`src/hdl/nrn_pkg.sv`:
```
`timescale 1ns / 1ps

package nrn_pkg;

  // Configuration port
  localparam int CFG_ADDR_W = 3;
  localparam int CFG_DATA_W = 48;

  typedef enum logic [CFG_ADDR_W-1:0] {
    REG_SRC_WIDTH  = 3'd0,
    REG_SRC_HEIGHT = 3'd1,
    REG_DST_WIDTH  = 3'd2,
    REG_DST_HEIGHT = 3'd3,
    REG_SCALE      = 3'd4,
    REG_OFFSET     = 3'd5
  } reg_index_t;

  // Field widths
  localparam int BYTE_W  = 8;
  localparam int CHAN_W  = 16;
  localparam int COORD_W = 10;
  localparam int SRC_CFG_W = 9;
  localparam int DST_CFG_W = 11;

  // Depth of the request queue between front and back end (power of two)
  localparam int QDEPTH = 4;

  typedef struct packed {
    logic              is_req;
    logic [BYTE_W-1:0] red;
    logic [BYTE_W-1:0] green;
    logic [BYTE_W-1:0] blue;
  } item_t;

endpackage

```
`src/hdl/nrn_front.sv`:
```
`timescale 1ns / 1ps

module nrn_front (
  input  logic                            clk,
  input  logic                            rst,
  input  logic                            push,
  output logic                            full,
  input  logic                            mode,
  input  logic [nrn_pkg::BYTE_W-1:0]      red,
  input  logic [nrn_pkg::BYTE_W-1:0]      green,
  input  logic [nrn_pkg::BYTE_W-1:0]      blue,
  input  logic                            q_pop,
  output logic                            q_empty,
  output nrn_pkg::item_t                  q_item
);

  localparam int PW = $clog2(nrn_pkg::QDEPTH);

  nrn_pkg::item_t slots [nrn_pkg::QDEPTH];
  logic [PW-1:0]  wr_ptr;
  logic [PW-1:0]  rd_ptr;
  logic [PW:0]    count;
  logic           push_ok;
  logic           pop_ok;
  nrn_pkg::item_t in_item;

  assign full    = (count == (PW+1)'(nrn_pkg::QDEPTH));
  assign q_empty = (count == '0);
  assign push_ok = push && !full;
  assign pop_ok  = q_pop && !q_empty;
  assign q_item  = slots[rd_ptr];

  // classify: mode high is an output request, low a source pixel load
  always_comb begin
    in_item.is_req = mode;
    in_item.red    = red;
    in_item.green  = green;
    in_item.blue   = blue;
  end

  always_ff @(posedge clk) begin
    if (rst) begin
      wr_ptr <= '0;
      rd_ptr <= '0;
      count  <= '0;
    end else begin
      if (push_ok) begin
        wr_ptr <= wr_ptr + 1'b1;
      end
      if (pop_ok) begin
        rd_ptr <= rd_ptr + 1'b1;
      end
      if (push_ok && !pop_ok) begin
        count <= count + 1'b1;
      end else if (pop_ok && !push_ok) begin
        count <= count - 1'b1;
      end
    end
  end

  always_ff @(posedge clk) begin
    if (push_ok) begin
      slots[wr_ptr] <= in_item;
    end
  end

endmodule

```
`config.mk`:
```
export PLATFORM = sky130hd
export DESIGN_NAME = nrn_front
export DESIGN_NICKNAME = d
export VERILOG_FILES = /design/src/hdl/nrn_pkg.sv /design/src/hdl/nrn_front.sv
export SDC_FILE = /design/constraint.sdc
export NUM_CORES = 1
export LEC_CHECK = 0
export BUFFER_PORTS_ARGS = -buffer_cell sky130_fd_sc_hd__buf_2
export CORE_MARGIN = 1
export CORE_UTILIZATION = 55
export CTS_CLUSTER_SIZE = 40
export DETAILED_ROUTE_END_ITERATION = 8
export GPL_TIMING_DRIVEN = 0
export PLACE_DENSITY = 0.85
export SKIP_CTS_REPAIR_TIMING = 1
export SLEW_MARGIN = 20
export SYNTH_ARGS = -nofsm -noshare
export SYNTH_HDL_FRONTEND = slang
export SYNTH_SLANG_ARGS = --single-unit
```
`constraint.sdc`:
```
create_clock -name clk -period 3.65 [get_ports clk]
set_input_delay 0.5475 -clock clk [delete_from_list [all_inputs] [get_ports clk]]
set_output_delay 0.5475 -clock clk [all_outputs]
set_load 0.02 [all_outputs]
```
==> summary.md <==
| Metric | Value |
|---|---|
| Inserted Clock Buffers | `9` |
| Fmax | `432 MHz` |
| Core region area | `0.00725 sq mm` |
| CP required | `3.93 ns` |
| Die height | `88.6 microns` |
| Hold WC Path Type | `in2reg` |
| CP Class | `reg2reg` |
| Setup WS post-layout | `1.34 ns` |
| Unrepaired setup endpoints after global routing | `no` |
| Synth Flop Type | `edfxtp_1` |
| Comb pwr share | `27.8%` |
| Finished Layout Cells | `348` |
| PD cells | `685 mW/mm^2` |
| Global-route wire length before repair | `9350 microns` |
| Maximum root-to-sink buffer count | `2` |
| Worst hold path cell count | `1` |
| CP Max Fanout | `6` |
| Initial antenna violation count | `0` |
| Leak | `1.64 nW` |
| Detail Route Antenna Nets | `0` |
| Worst reg2reg path depth | `8` |
| Worst R2R Setup Slack | `1.34 ns` |
| Synth Cell Area | `0.00413 sq mm` |
| Max-cap check violation count | `0` |
| Tmin final | `2.31 ns` |
| Worst path arrival time | `2.60 ns` |
| Clk sinks | `109` |
| Asr flop ratio synth | `0%` |
| Commonest non-fill, non-tap cell in the layout | `edfxtp_1` |
| Fin Clk Skew | `0.00741 ns` |
| Nets | `279` |
| Final setup vio count | `0` |
| Htree depth | `3` |
| Hold path endpoint | `slots[0][17]` |
| Clk_lat worst skew | `0.35 ns` |
| Status | `completed` |
| Synthesized area per cell | `23.0 sq um` |
| Dpl hpwl | `3980 microns` |
| Die area | `0.00785 sq mm` |
| First-pass DRT Iterations | `4` |
| Worst Hold Launch | `red[1]` |
| Largest net degree at the start of global routing | `26` |
| RePlAce Congestion | `0.652` |
| Reg-to-reg critical path startpoint | `count[0]` |
| Vias | `1882` |
| Post-Place Worst Slack | `1.26 ns` |
| CTS root buf | `clkbuf_8` |
| Row count | `31` |
| Most frequent cells in the layout | `edfxtp_1 (100), buf_2 (56), mux4_2 (20), dfxtp_1 (9), clkbuf_8 (9)` |
| Setup TNS | `0 ns` |
| N_diodes | `0` |
| PortBufs | `54` |
| Num ports | `56` |
| Clk pwr share | `24.2%` |
| Total GRT Usage | `17.2%` |
| WL final | `6250 microns` |
| Placed cells | `332` |
| WL/cell | `18.0 microns` |
| Clk pin slew, worst setup/hold paths | `0.10 ns` |
| Die X-Extent | `88.6 microns` |
| Sequential share of power | `48.0%` |
| DRC | `0` |
| Layout area overhead | `15.2%` |
| Mapped Cells | `179` |
| R2r endpoint | `count[2]` |
| Critical Path Start Type | `flip-flop` |
| Synth warn | `0` |
| Yosys reg bits | `109` |
| Layout cells sized above 1 | `41.0%` |
| Least-Margin Pin Slew | `0.684 ns` |
| Number of flops mapped to enable cells by yosys | `100` |
| Net Count, Synth | `214` |
| Post-synthesis sequential area ratio | `77.2%` |
| Max-slew violations | `0` |
| Initial Util | `56.9%` |
| NetSw | `0.940 mW` |
| Yosys cell types | `24` |
| Routed vias/inst | `5.41` |
| Max transition margin | `54.4%` |
| Switching Share | `28.9%` |
| Final core occ | `65.5%` |
| Tcrit/Tclk final | `63.4%` |
| Crit. End Element | `flip-flop` |
| Initial drt markers | `68` |
| Vias in the first global route | `1903` |
| Max VDD drop | `0.000379 V` |
| Critical path launch point | `count[0]` |
| Endpoints failing hold | `0` |
| Total congestion overflow | `0` |
| CTS tree | `yes` |
| Pint | `2.31 mW` |
| Power, Total | `3.25 mW` |
per-layer routing:
metal,routed length (microns),vias to the layer above,GRT usage [%]
li1,-,863,-
met1,2750,968,22.1
met2,3220,49,29.0
met3,262,2,5.13
met4,15,0,4.40
met5,0,-,0
power groups by stage:
| stage | Sequential [mW] | Combinational [mW] | Clock [mW] |
|---|---|---|---|
| detailed placement | 1.59 | 0.920 | 0 |
| CTS | 1.56 | 0.921 | 0.805 |
| finish | 1.56 | 0.905 | 0.788 |
| global placement | 1.58 | 0.904 | 0 |
| global route | 1.57 | 0.992 | 0.858 |
| floorplan | 1.57 | 0.679 | 0 |
metrics by stage:
stage	instance area (sq um)	hold WS, ns
2_1_floorplan	4130	0.482
3_3_place_gp	4520	0.504
3_5_place_dp	4520	0.518
4_1_cts	4750	0.388
5_1_grt	4750	0.377
6_report	4750	0.406
cells by family after synthesis:
kind of cell / synth area share [%]
AO/OA/AOI/OAI: 1.00
XOR/XNOR: 0.849
adder cells (fa/ha/maj): 2.00
buffers and inverters: 2.06
flip-flops: 77.2
multiplexers: 14.6
AND/OR/NAND/NOR: 2.34
synth_stat cells (all sizes together) (4+ instances only):
cell type  count  area (sq um)
edfxtp       100          3000
mux4          25           582
dfxtp          9           180
nor2           6          22.5
buf            5          61.3
ha             5          62.6
and2           4          25.0
inv            4          15.0
xor2           4          35.0
worst max-delay path by stage:
stage                         endpoint  slack [ns]  cells after the start
after floorplan               count[2]        1.56                      8
after CTS                     count[2]        1.30                      8
after global routing          count[2]        1.16                      8
after detailed placement      count[2]        1.26                      9
after global placement    slots[3][12]        1.16                      4
final                         count[2]        1.34                      8
registers in the layout, summed over array words and instances, names as in the netlist, named ones only:
signal  flops
slots     100
count       3
wr_ptr      2
rd_ptr      2
cell type report:
cell class	instances	area, sq um
clock buffers	9	124
flip-flops and latches	109	3180
clock inverters	7	104
plain buffers	7	70.1
multi-input cells	59	862
fillers	499	2500
well taps	99	124
inverters	4	15.0
repair buffers	54	270
critical path: stages, from the launching register on:
cell,delay [ns]
dfxtp_1,0.53
nor3b_4,0.08
nor2_1,0.35
ha_1,0.26
inv_1,0.06
fa_1,0.37
xor2_1,0.16
or3_1,0.31
a21oi_1,0.14
Power figures use the tool's default switching activity.
